==> src/cc20_pkg.sv <==
// Types, constants and the state setup function of the ChaCha20 keystream block.
// No dependencies.
`timescale 1ns / 1ps

package cc20_pkg;

    localparam logic [31:0] SIGMA0 = 32'h6170_7865;
    localparam logic [31:0] SIGMA1 = 32'h3320_646e;
    localparam logic [31:0] SIGMA2 = 32'h7962_2d32;
    localparam logic [31:0] SIGMA3 = 32'h6b20_6574;

    localparam int DOUBLE_ROUNDS = 10;
    localparam int STEPS         = 8 * DOUBLE_ROUNDS;
    localparam int STEP_W        = $clog2(STEPS);
    localparam logic [STEP_W-1:0] LAST_STEP = STEP_W'(STEPS - 1);

    localparam logic [3:0] MAX_BLOCKS = 4'd8;
    localparam int FIFO_DEPTH = 2;
    localparam int ADDR_W     = 6;
    localparam int DATA_W     = 64;

    localparam logic [2:0] REG_KEY0   = 3'd0;
    localparam logic [2:0] REG_KEY1   = 3'd1;
    localparam logic [2:0] REG_KEY2   = 3'd2;
    localparam logic [2:0] REG_KEY3   = 3'd3;
    localparam logic [2:0] REG_NONCE0 = 3'd4;
    localparam logic [2:0] REG_NONCE1 = 3'd5;

    typedef logic [15:0][31:0] t_state;
    typedef logic [3:0][63:0]  t_key;

    typedef struct packed {
        logic [31:0] ctr;
        logic [2:0]  offset;
        logic        last;
    } t_job;

    typedef struct packed {
        t_state     words;
        logic [2:0] offset;
        logic       last;
    } t_blk;

    function automatic t_state cc20_init(input t_key key, input logic [63:0] nonce0,
                                         input logic [31:0] nonce1,
                                         input logic [31:0] ctr);
        t_state s;
        s[0] = SIGMA0;
        s[1] = SIGMA1;
        s[2] = SIGMA2;
        s[3] = SIGMA3;
        for (int i = 0; i < 4; i++) begin
            s[4 + 2 * i] = key[i][31:0];
            s[5 + 2 * i] = key[i][63:32];
        end
        s[12] = ctr;
        s[13] = nonce0[31:0];
        s[14] = nonce0[63:32];
        s[15] = nonce1;
        return s;
    endfunction

endpackage

==> src/cc20_outbuf.sv <==
// Output buffer: holds one finished block and shifts it out as eight 64-bit words.
// Depends on cc20_pkg.
`timescale 1ns / 1ps

module cc20_outbuf import cc20_pkg::*; (
    input  logic        i_clk,
    input  logic        i_rst_n,
    input  logic        i_blk_valid,
    input  t_blk        i_blk,
    output logic        o_rdy,
    output logic        o_valid,
    output logic [63:0] o_keystream_word,
    output logic [2:0]  o_block_offset,
    output logic [2:0]  o_word_index,
    output logic        o_last_word
);

    logic [63:0] r_buf [8];
    logic [2:0]  r_cnt;
    logic        r_active;
    logic [2:0]  r_off;
    logic        r_last;

    assign o_rdy = !r_active || (r_cnt == 3'd7);

    always_ff @(posedge i_clk) begin
        if (!i_rst_n) begin
            r_active    <= 1'b0;
            r_cnt       <= 3'd0;
            o_valid     <= 1'b0;
            o_last_word <= 1'b0;
        end else begin
            o_valid     <= r_active;
            o_last_word <= r_active && r_last && (r_cnt == 3'd7);
            if (r_active) begin
                o_keystream_word <= r_buf[0];
                o_word_index     <= r_cnt;
                o_block_offset   <= r_off;
            end
            if (i_blk_valid && o_rdy) begin
                for (int w = 0; w < 8; w++) begin
                    r_buf[w] <= {i_blk.words[2 * w + 1], i_blk.words[2 * w]};
                end
                r_off    <= i_blk.offset;
                r_last   <= i_blk.last;
                r_cnt    <= 3'd0;
                r_active <= 1'b1;
            end else if (r_active) begin
                for (int i = 0; i < 7; i++) begin
                    r_buf[i] <= r_buf[i + 1];
                end
                r_cnt <= r_cnt + 3'd1;
                if (r_cnt == 3'd7) begin
                    r_active <= 1'b0;
                end
            end
        end
    end

endmodule

==> config.mk <==
export PLATFORM = sky130hd
export DESIGN_NAME = cc20_outbuf
export DESIGN_NICKNAME = d
export VERILOG_FILES = /design/src/cc20_pkg.sv /design/src/cc20_outbuf.sv
export SDC_FILE = /design/constraint.sdc
export NUM_CORES = 1
export LEC_CHECK = 0
export BUFFER_PORTS_ARGS = -buffer_cell sky130_fd_sc_hd__clkbuf_2
export CORE_AREA = 2 2 233 235
export CTS_CLUSTER_DIAMETER = 200
export DETAILED_ROUTE_END_ITERATION = 8
export DIE_AREA = 0 0 235 237
export GPL_ROUTABILITY_DRIVEN = 0
export MAX_ROUTING_LAYER = met4
export PLACE_DENSITY = 0.71
export SLEW_MARGIN = 15
export SYNTH_ARGS = -nofsm -noshare
export SYNTH_HDL_FRONTEND = slang
export SYNTH_SLANG_ARGS = --single-unit
==> constraint.sdc <==
create_clock -name i_clk -period 56.7 [get_ports i_clk]
set_clock_uncertainty 0.1 [all_clocks]
set_input_delay 8.505 -clock i_clk [delete_from_list [all_inputs] [get_ports i_clk]]
set_output_delay 8.505 -clock i_clk [all_outputs]
set_load 0.01 [all_outputs]
# == After elaboration in Yosys (flattened, before gate mapping) ==
# Memory sizes are Yosys's and may differ from the RTL's. A register that Yosys moved wholly into a read port is not among the register bits.
# Cells that the tools add are included.
# totals
reg_bits,16
ram_bits,512
in_bits,519
out_inout_bits,73
wordCells,44
mem_count,1
# op_classes
add_sub_neg,1
eq_ne,1
muxes,17
n_bitwise,8
reduce_logical,8
# mem_list
memory,depth,word_bits,read_ports,rd_ports_with_merged_regs,wr,line_no,text
r_buf,8,64,8,1,8,cc20_outbuf.sv:18,logic [63:0] r_buf [8];
# op_table
operator,count
$mux W64,7
$mux W1,10
$or A1 B1 Y1,7
$reduce_and A2 Y1,2
$add A3 B1 Y3 const B,1
$eq A3 B3 Y1 const B,1
$logic_and A1 B1 Y1,3
$reduce_or A2 Y1,1
$logic_not A1 Y1,1
$logic_or A1 B1 Y1,1
$not A1 Y1,1

# == Depth between registers and ports, before layout ==
# Gate-level depths: netlist of the first run.
# depth
depth_word,7
mapped_depth,7
mapped_depth_nobuf,5

# == Least setup slack after synthesis of the first run ==
# No wires, ideal clock.
# synth_path
path_kind,input-to-reg
from,input i_blk_valid
to,memory r_buf[0][0] (enable)
setup_ps,1283
t_arrival_ps,27318
required_ps,55317
path_slack_ps,27999
stages,2
n_path_buf,0
path_cell_list,nor2_1 nor2_1
# synth_lines
item,line_no,text
"start, declared",cc20_outbuf.sv:8,"input logic i_blk_valid,"
"end, declared",cc20_outbuf.sv:18,

==> impl_metrics.yaml, run 1 <==
yosys:
  synth-seq-cells: 592
  yosysTopAreaCell: "edfxtp_1"
  syn_avg_cell_area_sq_um: 22.3
  async_flop_share_pct: 0
  synth-edff-count: 586
  yosysTopAreaCellShare_pct: 70.8
  ys_types: 24
  synth_cells: 1114
  ys_top_cells_by_count: "edfxtp_1, mux2_4, mux2_2, buf_6, mux2_1"
  synth_nets: 1635
  yosysMostFrequentCell: "edfxtp_1"
  yosysWarnings: 0
  synth_area_sq_mm: 0.0248
  synth_flop_cell: "edfxtp_1"
  synth_area_leaders: "edfxtp_1, mux2_4, mux2_2"
  ys_seq_area_share_pct: 71.3
cells_and_area:
  drive_gt1_share_pct: 62.4
  synthToLayoutAreaGrowth_pct: 21.4
  nFillCells: 4075
  nNetsFinal: 2251
floorplanning:
  core_sq_mm: 0.0533
  die_area_sq_mm: 0.0557
  row_count: 85
  die_x_um: 235
  dieHeight_um: 237
  ios: 592
  start_util_pct: 46.6
sta:
  rsz0062_at_grt: "false"
  drv_slew: 0
  fmax_mhz: 83.2
  finalHoldViolCount: 0
  post-route-period-util_pct: 21.2
  fin_crit_ns: 12.02
  setup_viol: 0
  slew_headroom_pct: 27.9
  worst_slew_pin_slew_ns: 1.08
  hold_ws_ns: 0.313
  setup_tns_ns: 0
global_routing:
  grt_start_max_net_pins: 86
  grt_overflow: 0
  grt_pass1_vias: 12700
  grt_pass1_wl_um: 77300
  antenna_found_initial: 15
  track_usage_pct: 19.2
route:
  first_iter_violations: 759
  drt_first_pass_iters: 5
  drt_wl_total_um: 53200
  via_per_inst: 4.78
  drtAntennaViolNets: 0
  drc_errors: 0
  wl_per_cell_um: 21.4
  num_vias: 11900
power_and_ir_drop:
  netSwitchingFraction_pct: 20.6
  internal_power_mw: 0.782
  p_comb_share_pct: 8.6
  seq_power_share_pct: 53.0
  p_switching_mw: 0.203
  clkPwrFrac_pct: 38.4
  ir_drop_uv: 28.4
  powerDensity_mw_per_mm2: 32.7
  p_leak_nw: 12.8
critical_path:
  slowest_delay_ns: 0.92
  cp_slowest_cell: "buf_4"
  cp.required_ns: 56.82
  worstSetupPathType: "in -> reg"
  crit_top_cell: "buf_4"
  r2r_start: "r_active$_SDFF_PN0_"
  path_buf_inv: 5
  path_delay_family: "buffers and inverters"
  crit_arrival_ns: 12.14
  r2r-end: "r_buf[2][21]$_DFFE_PP_"
  rr_worst_depth: 5
  crit_chain: "clkbuf_2 -> inv_1 -> nor2_4 -> buf_4 -> buf_4 -> buf_4"
  path_max_fanout: 85
  worstSetupEndpointType: "register"
  start_kind: "input port"
  ff2ff_setup_slack_ns: 52.13
status:
  status: "finished, final reports clean"
clocking:
  hold_buffers: 0
  cts_max_level: 2
  cts_buffers: 59
  cts_tree: "yes"
  worst_skew_pair.late_latency_ns: 0.60
  post_cts.repair.setup_buffers: 0
  cts_buffer_depth: 3
  cts_resized: 0
  root_buffer: "clkbuf_16"
  cts.sinks: 592
  path_clk_slew_ns: 0.06
worst_hold_path:
  min_delay_path_depth: 0
  whs_endpoint: "o_keystream_word[27]$_DFFE_PP_"
  hold_class: "reg -> reg"
  min-delay-start: "r_buf[0][27]$_DFFE_PP_"
placement:
  port_buffers: 591
  dpl.hpwl_um: 39300
flow_run:
  max_cap_violations: 0
## placed cells by master (no fill, tap or decap), drive strengths merged
master and instances:
a21oi 1, and2 2, and3 2, buf 14, bufinv 4, clkbuf 668
clkinv 23, clkinvlp 3, dfxtp 6, diode 15, edfxtp 586, ha 2
inv 3, mux2 448, mux2i 2, nand2 5, nand2b 2, nor2 2
o22ai 2, o32ai 1, xnor2 1
## metrics by stage
step | worst slack, ns | std cells | instance area, sq um | power (mW) | utilization, %
2_1_floorplan | 28.00 | 1114 | 24800 | 0.599 | -
3_3_place_gp | 44.13 | 2365 | 28200 | 0.614 | 53.0
3_5_place_dp | 44.00 | 2365 | 28200 | 0.618 | 53.0
4_1_cts | 44.65 | 2473 | 30100 | 0.996 | 56.5
5_1_grt | 44.41 | 2487 | 30100 | 1.02 | 56.6
6_report | 44.68 | 2488 | 30100 | 0.986 | 56.6
## state kept, by name (all words and copies together) (netlist names)
name              cells
o_block_offset        3
o_keystream_word     64
o_last_word           1
o_valid               1
o_word_index          3
r_active              1
r_buf               512
r_cnt                 3
r_last                1
r_off                 3
## cell families (layout without fill, tap and decap cells)
| kind of cell | after synthesis | count (layout) | share of synthesized area [%] |
|---|---|---|---|
| buffers and inverters | 52 | 715 | 2.25 |
| xor gates and xnor gates | 1 | 1 | 0.0353 |
| muxes | 450 | 450 | 25.8 |
| other | 0 | 15 | 0 |
| adders and majority gates | 2 | 2 | 0.101 |
| DFF | 592 | 592 | 71.3 |
| AOI/OAI and AO/OA | 4 | 4 | 0.106 |
| and+or+nand+nor | 13 | 13 | 0.348 |
## cell type report
cell class / instances / area (sq um) / share of cell area, %
sequential: 592 / 17700 / 58.8
multi-input combinational: 470 / 6580 / 21.8
timing repair buffer: 605 / 3060 / 10.2
clock buffer: 77 / 1620 / 5.36
tap: 696 / 871 / 2.89
clock inverter: 31 / 251 / 0.834
antenna: 15 / 37.5 / 0.125
inverter: 2 / 7.51 / 0.0249
## power by group through the flow
stage	registers (mW)	logic (mW)	clock network, mW
after global placement	0.531	0.0837	0
after global routing	0.525	0.0918	0.405
after CTS	0.523	0.0864	0.387
after floorplan	0.542	0.0568	0
after detailed placement	0.532	0.0859	0
final	0.523	0.0850	0.378
## worst max-delay path by stage
stage	cells past startpoint	from	end	slack [ns]
floorplan	2	i_blk_valid	r_buf[0][0]$_DFFE_PP_	28.00
global route	6	i_rst_n	r_buf[1][48]$_DFFE_PP_	44.41
CTS	6	i_rst_n	r_buf[1][48]$_DFFE_PP_	44.65
detailed placement	6	i_rst_n	r_buf[0][43]$_DFFE_PP_	44.00
finish	6	i_rst_n	r_buf[2][21]$_DFFE_PP_	44.68
global placement	6	i_rst_n	r_buf[0][23]$_DFFE_PP_	44.13
## routing by layer
layer / global-route usage, % / wire length, um / vias to the layer above
met3: 4.24 / 2890 / 106
met1: 23.3 / 21800 / 5761
met2: 31.3 / 26700 / 374
met4: 7.63 / 1710 / 0
li1: - / - / 5656
met5: - / 0 / -
Note: power is estimated with default switching activity, not from simulation.
==> run 2, diff against run 1 <==
--- a/config.mk
+++ b/config.mk
@@ -5,14 +5,15 @@
 export SDC_FILE = /design/constraint.sdc
 export NUM_CORES = 1
 export LEC_CHECK = 0
+export ABC_AREA = 1
 export BUFFER_PORTS_ARGS = -buffer_cell sky130_fd_sc_hd__clkbuf_2
-export CORE_AREA = 2 2 233 235
+export CORE_AREA = 2 2 229 231
 export CTS_CLUSTER_DIAMETER = 200
 export DETAILED_ROUTE_END_ITERATION = 8
-export DIE_AREA = 0 0 235 237
+export DIE_AREA = 0 0 231 233
 export GPL_ROUTABILITY_DRIVEN = 0
 export MAX_ROUTING_LAYER = met4
-export PLACE_DENSITY = 0.71
+export PLACE_DENSITY = 0.75
 export SLEW_MARGIN = 15
 export SYNTH_ARGS = -nofsm -noshare
 export SYNTH_HDL_FRONTEND = slang
==> constraint.sdc (replaced) <==
create_clock -name i_clk -period 10.71 [get_ports i_clk]
set_clock_uncertainty 0.1 [all_clocks]
set_input_delay 1.6065 -clock i_clk [delete_from_list [all_inputs] [get_ports i_clk]]
set_output_delay 1.6065 -clock i_clk [all_outputs]
set_load 0.01 [all_outputs]
==> run 2 against run 1 <==
Compared with the run above: final cell count grew 35%; combinational power grew to 5.1 times the previous value; power grew to 5.2 times the previous value; highest routed layer unchanged; sequential power grew to 5.3 times the previous value; synthesized area shrank 1.9%; register-to-register slack lost 46 ns; largest cell class unchanged; sequential share of layout area grew 1.5 points; critical endpoint is now r_buf[1][60]$_DFFE_PP_.
==> impl_metrics.yaml, run 2 <==
clocking:
  path_clk_slew_ns: 0.06
  cts_tree: "yes"
  root_buffer: "clkbuf_16"
  cts_resized: 0
  cts_buffers: 60
  post_cts.repair.setup_buffers: 0
  cts.sinks: 592
  worst_skew_pair.late_latency_ns: 0.59
  cts_max_level: 2
  hold_buffers: 0
  cts_buffer_depth: 3
yosys:
  synth_flop_cell: "edfxtp_1"
  ys_top_cells_by_count: "nand2_1, edfxtp_1, nand3_1, buf_2, nand4_1"
  syn_avg_cell_area_sq_um: 11.5
  yosysMostFrequentCell: "nand2_1"
  synth_area_leaders: "edfxtp_1, nand2_1, nand3_1"
  yosysTopAreaCell: "edfxtp_1"
  ys_seq_area_share_pct: 72.7
  yosysTopAreaCellShare_pct: 72.2
  synth-edff-count: 586
  synth_cells: 2116
  ys_types: 18
  async_flop_share_pct: 0
  synth_area_sq_mm: 0.0244
  synth-seq-cells: 592
  yosysWarnings: 0
  synth_nets: 2637
cells_and_area:
  drive_gt1_share_pct: 25.9
  top_regs: "r_buf x512, o_keystream_word x64"
  nNetsFinal: 3150
  instances_no_fill: 3367
  largest_reg_flops: 512
  final_common_cell: "nand2_1"
  layout_common_cells: "nand2_1, clkbuf_2, edfxtp_1"
  regMostFlops: "r_buf"
  synthToLayoutAreaGrowth_pct: 20.6
flow_run:
  max_cap_violations: 0
global_routing:
  grt_start_max_net_pins: 227
  grt_overflow: 0
  track_usage_pct: 22.6
  grt_pass1_wl_um: 92100
  grt_pass1_vias: 16900
  antenna_found_initial: 14
critical_path:
  worstSetupPathType: "in -> reg"
  start_kind: "input port"
  path_max_fanout: 177
  worstSetupEndpointType: "register"
  r2r_start: "r_cnt[0]$_SDFFE_PP0P_"
  cp.required_ns: 11.07
  r2r-end: "r_buf[1][60]$_DFFE_PP_"
  crit_arrival_ns: 5.97
  ff2ff_setup_slack_ns: 6.06
  rr_worst_depth: 10
route:
  drtAntennaViolNets: 0
  drt_first_pass_iters: 8
  drc_errors: 0
  via_per_inst: 5.16
  num_vias: 17400
  wl_per_cell_um: 18.0
  first_iter_violations: 1808
  drt_wl_total_um: 60500
sta:
  setup_tns_ns: 0
  worst_slew_pin_slew_ns: 1.29
  rsz0062_at_grt: "false"
  fmax_mhz: 178
  post-route-period-util_pct: 52.4
  setup_viol: 0
  fin_crit_ns: 5.61
  fin_ws_ns: 5.10
  finalHoldViolCount: 0
  drv_slew: 0
  slew_headroom_pct: 14.3
floorplanning:
  die_x_um: 231
  row_count: 83
  ios: 592
  die_area_sq_mm: 0.0538
  dieHeight_um: 233
  core_sq_mm: 0.0511
  start_util_pct: 47.7
worst_hold_path:
  min_delay_path_depth: 0
  hold_class: "reg -> reg"
  min-delay-start: "r_off[0]$_DFFE_PN_"
  whs_endpoint: "o_block_offset[0]$_DFFE_PP_"
placement:
  port_buffers: 591
  preCtsSetupSlack_ns: 4.56
  dp_cells: 3247
  dpl.hpwl_um: 40900
status:
  status: "finished, final reports clean"
power_and_ir_drop:
  powerDensity_mw_per_mm2: 176
  ir_drop_uv: 122
  p_leak_nw: 12.9
[run 2: cell type report]
class	count	area [sq um]
antenna	12	30.0
clock buffer	77	1590
clock inverter	31	224
fill	4171	21700
inverter	6	30.0
multi-input combinational	1364	5850
sequential	592	17700
tap	680	851
timing repair buffer	605	3100
[run 2: cells by family (layout without fill, tap and decap cells)]
logic type	Yosys count	count (layout)	share of synthesized area, %
simple gates	1358	1358	23.6
flops	592	592	72.7
buf+inv	160	719	3.45
compound gates	3	3	0.0924
fa+ha+maj	2	2	0.103
xor+xnor	1	1	0.0359
other cells	0	12	0
[run 2: worst max path at each step]
| stage | start | to |
|---|---|---|
| 6_report | i_blk_valid | r_buf[1][60]$_DFFE_PP_ |
| 5_1_grt | i_blk_valid | r_buf[1][60]$_DFFE_PP_ |
| 4_1_cts | i_blk_valid | r_buf[1][60]$_DFFE_PP_ |
| 3_5_place_dp | i_blk_valid | r_buf[1][60]$_DFFE_PP_ |
| 3_3_place_gp | i_blk_valid | r_buf[1][8]$_DFFE_PP_ |
| 2_1_floorplan | i_rst_n | r_buf[0][0]$_DFFE_PP_ |
[run 2: through the flow]
| stage | instance area (sq um) | hold WS [ns] | util (%) | total power, mW |
|---|---|---|---|---|
| 6_report | 29400 | 0.319 | 57.5 | 5.17 |
| 5_1_grt | 29400 | 0.321 | 57.5 | 5.36 |
| 4_1_cts | 29400 | 0.319 | 57.5 | 5.21 |
| 3_5_place_dp | 27600 | 0.305 | 53.9 | 3.26 |
| 3_3_place_gp | 27600 | 0.300 | 53.9 | 3.25 |
| 2_1_floorplan | 24400 | 0.300 | - | 3.10 |
[run 2: layer usage]
layer | up-vias | track usage (%) | share of wire (%)
met3 | 150 | 3.80 | 7.0
li1 | 8407 | - | -
met5 | - | - | 0
met4 | 0 | 10.1 | 4.3
met2 | 824 | 34.5 | 48
met1 | 7986 | 30.0 | 41
[run 2: power by group]
group / switching, mW / leakage [nW] / internal (mW)
clock: 0.844 / 0.888 / 1.11
combinational: 0.286 / 6.43 / 0.147
sequential: 0.0422 / 5.56 / 2.74
[run 2: critical path: stages]
cell and delay, ns:
clkbuf_2 0.08, buf_4 0.60, nand2_8 0.62, nand2_8 0.74, buf_4 0.89, buf_4 0.86, nand2_1 0.16, nand2_1 0.12
==> run 3, diff against run 2 <==
--- a/config.mk
+++ b/config.mk
@@ -7,13 +7,13 @@
 export LEC_CHECK = 0
 export ABC_AREA = 1
 export BUFFER_PORTS_ARGS = -buffer_cell sky130_fd_sc_hd__clkbuf_2
-export CORE_AREA = 2 2 229 231
+export CORE_AREA = 2 2 231 233
 export CTS_CLUSTER_DIAMETER = 200
 export DETAILED_ROUTE_END_ITERATION = 8
-export DIE_AREA = 0 0 231 233
+export DIE_AREA = 0 0 233 235
 export GPL_ROUTABILITY_DRIVEN = 0
 export MAX_ROUTING_LAYER = met4
-export PLACE_DENSITY = 0.75
+export PLACE_DENSITY = 0.71
 export SLEW_MARGIN = 15
 export SYNTH_ARGS = -nofsm -noshare
 export SYNTH_HDL_FRONTEND = slang
==> constraint.sdc (replaced) <==
create_clock -name i_clk -period 5.7 [get_ports i_clk]
set_clock_uncertainty 0.1 [all_clocks]
set_input_delay 0.855 -clock i_clk [delete_from_list [all_inputs] [get_ports i_clk]]
set_output_delay 0.855 -clock i_clk [all_outputs]
set_load 0.01 [all_outputs]
==> run 3 against run 2 <==
Compared with the run above: clock-buffer cell count shrank 2; hold slack lost 0.0033 ns; final cell count is 0.62% higher; global-route usage is essentially flat; sequential power up 88%; non-clock buffer count increased by 6; utilization is 0.91 points lower; routed wire length is 0.28% higher; clock power increased by 94%.
==> impl_metrics.yaml, run 3 (same netlist as run 2, synthesis figures left out) <==
cells_and_area:
  regArea_sq_mm: 0.0177
  regMostFlops: "r_buf"
  top_regs: "r_buf x512, o_keystream_word x64"
  fin_area_sq_mm: 0.0296
  nFillCells: 4330
  drive_gt1_share_pct: 26.5
  largest_reg_flops: 512
  nNetsFinal: 3156
  layout_common_cells: "nand2_1, clkbuf_2, edfxtp_1"
  multi_input_area_sq_mm: 0.00585
  final_common_cell: "nand2_1"
  synthToLayoutAreaGrowth_pct: 21.3
sta:
  finalHoldViolCount: 0
  setup_tns_ns: 0
  fin_crit_ns: 4.17
  post-route-period-util_pct: 73.1
  slew_headroom_pct: 15.1
  drv_slew: 0
  fin_ws_ns: 1.53
  rsz0062_at_grt: "false"
  worst_slew_pin_slew_ns: 1.27
  setup_viol: 0
  fmax_mhz: 240
placement:
  preCtsSetupSlack_ns: 1.36
  placement.cell_area_sq_mm: 0.0276
  dpl.hpwl_um: 41600
  port_buffers: 591
clocking:
  cts.sinks: 592
  root_buffer: "clkbuf_16"
  cts_buffers: 60
  hold_buffers: 0
  cts_resized: 0
  cts_max_level: 2
  cts_buffer_depth: 3
  cts_tree: "yes"
  post_cts.repair.setup_buffers: 0
  path_clk_slew_ns: 0.06
  worst_skew_pair.late_latency_ns: 0.60
floorplanning:
  die_area_sq_mm: 0.0548
  start_util_pct: 46.7
  ios: 592
  die_x_um: 233
  core_sq_mm: 0.0522
  dieHeight_um: 235
  row_count: 84
worst_hold_path:
  min-delay-start: "r_off[0]$_DFFE_PN_"
  whs_endpoint: "o_block_offset[0]$_DFFE_PP_"
  hold_class: "reg -> reg"
  min_delay_path_depth: 0
critical_path:
  r2r-end: "r_buf[5][15]$_DFFE_PP_"
  ff2ff_setup_slack_ns: 1.53
  path_delay_family: "simple AND/OR/NAND/NOR gates"
  crit_top_cell: "nand2_8"
  worstSetupEndpointType: "register"
  crit_chain: "ha_1 -> ha_1 -> inv_1 -> nand2_2 -> nand2_8 -> nand2_8 -> nand2_8 -> buf_4"
  cp.required_ns: 5.85
  crit_arrival_ns: 4.32
  cp_slowest_cell: "nand2_8"
  start_kind: "register"
  path_buf_inv: 2
  path_max_fanout: 136
  r2r_start: "r_cnt[0]$_SDFFE_PP0P_"
  worstSetupPathType: "reg -> reg"
  rr_worst_depth: 8
  slowest_delay_ns: 0.93
route:
  wl_per_cell_um: 17.9
  num_vias: 17300
  via_per_inst: 5.09
  drc_errors: 0
  drtAntennaViolNets: 0
  first_iter_violations: 1595
  drt_wl_total_um: 60600
  drt_first_pass_iters: 5
global_routing:
  grt_overflow: 0
  antenna_found_initial: 17
  grt_start_max_net_pins: 239
  grt_pass1_wl_um: 93400
  track_usage_pct: 22.6
  grt_pass1_vias: 17200
flow_run:
  max_cap_violations: 0
power_and_ir_drop:
  powerDensity_mw_per_mm2: 332
  p_leak_nw: 13.0
  ir_drop_uv: 267
status:
  status: "finished, final reports clean"
## run 3: changes by cell type in the layout (fill, tap and decap cells not counted), sizes merged
cell,change
clkinvlp,+2
buf,+6
clkbuf,-2
diode,+5
bufinv,+1
clkinv,+1
## run 3: through the flow
stage | util (%) | power, mW | hold WS (ns) | std cells
finish | 56.6 | 9.82 | 0.316 | 3388
global route | 56.6 | 10.2 | 0.292 | 3388
CTS | 56.5 | 9.90 | 0.283 | 3371
detailed placement | 52.9 | 6.13 | 0.305 | 3261
global placement | 52.9 | 6.10 | 0.301 | 3261
floorplan | - | 5.79 | 0.300 | 2116
## run 3: layout make-up
cell class                 instances  area share [%]
clock buffer                      75            5.44
sequential                       592            59.9
clock inverter                    35           0.986
antenna                           17           0.144
timing repair buffer             611            10.7
inverter                           6           0.102
tap                              688            2.91
multi-input combinational       1364            19.8
## run 3: worst max path at each step
stage,from,to,slack (ns),cells past startpoint
finish,r_cnt[0]$_SDFFE_PP0P_,r_buf[5][15]$_DFFE_PP_,1.53,8
global route,r_cnt[0]$_SDFFE_PP0P_,r_buf[5][15]$_DFFE_PP_,1.17,8
CTS,r_cnt[0]$_SDFFE_PP0P_,r_buf[6][51]$_DFFE_PP_,1.48,8
detailed placement,i_blk_valid,r_buf[6][13]$_DFFE_PP_,1.36,5
global placement,i_blk_valid,r_buf[0][63]$_DFFE_PP_,1.44,5
floorplan,i_rst_n,r_buf[0][0]$_DFFE_PP_,0.65,6
## run 3: report_power, final
part | switching, mW | leakage, nW | internal (mW)
Combinational | 0.530 | 6.47 | 0.283
Clock | 1.61 | 0.934 | 2.18
Sequential | 0.0802 | 5.56 | 5.14
Total | 2.22 | 13.0 | 7.60
## run 3: layer usage
| metal | GRT usage [%] | share of wire [%] | wire length [um] |
|---|---|---|---|
| met3 | 4.09 | 6.7 | 4080 |
| met1 | 29.6 | 42 | 25400 |
| met2 | 34.9 | 47 | 28700 |
| met4 | 9.46 | 4.1 | 2480 |
| met5 | - | 0 | 0 |
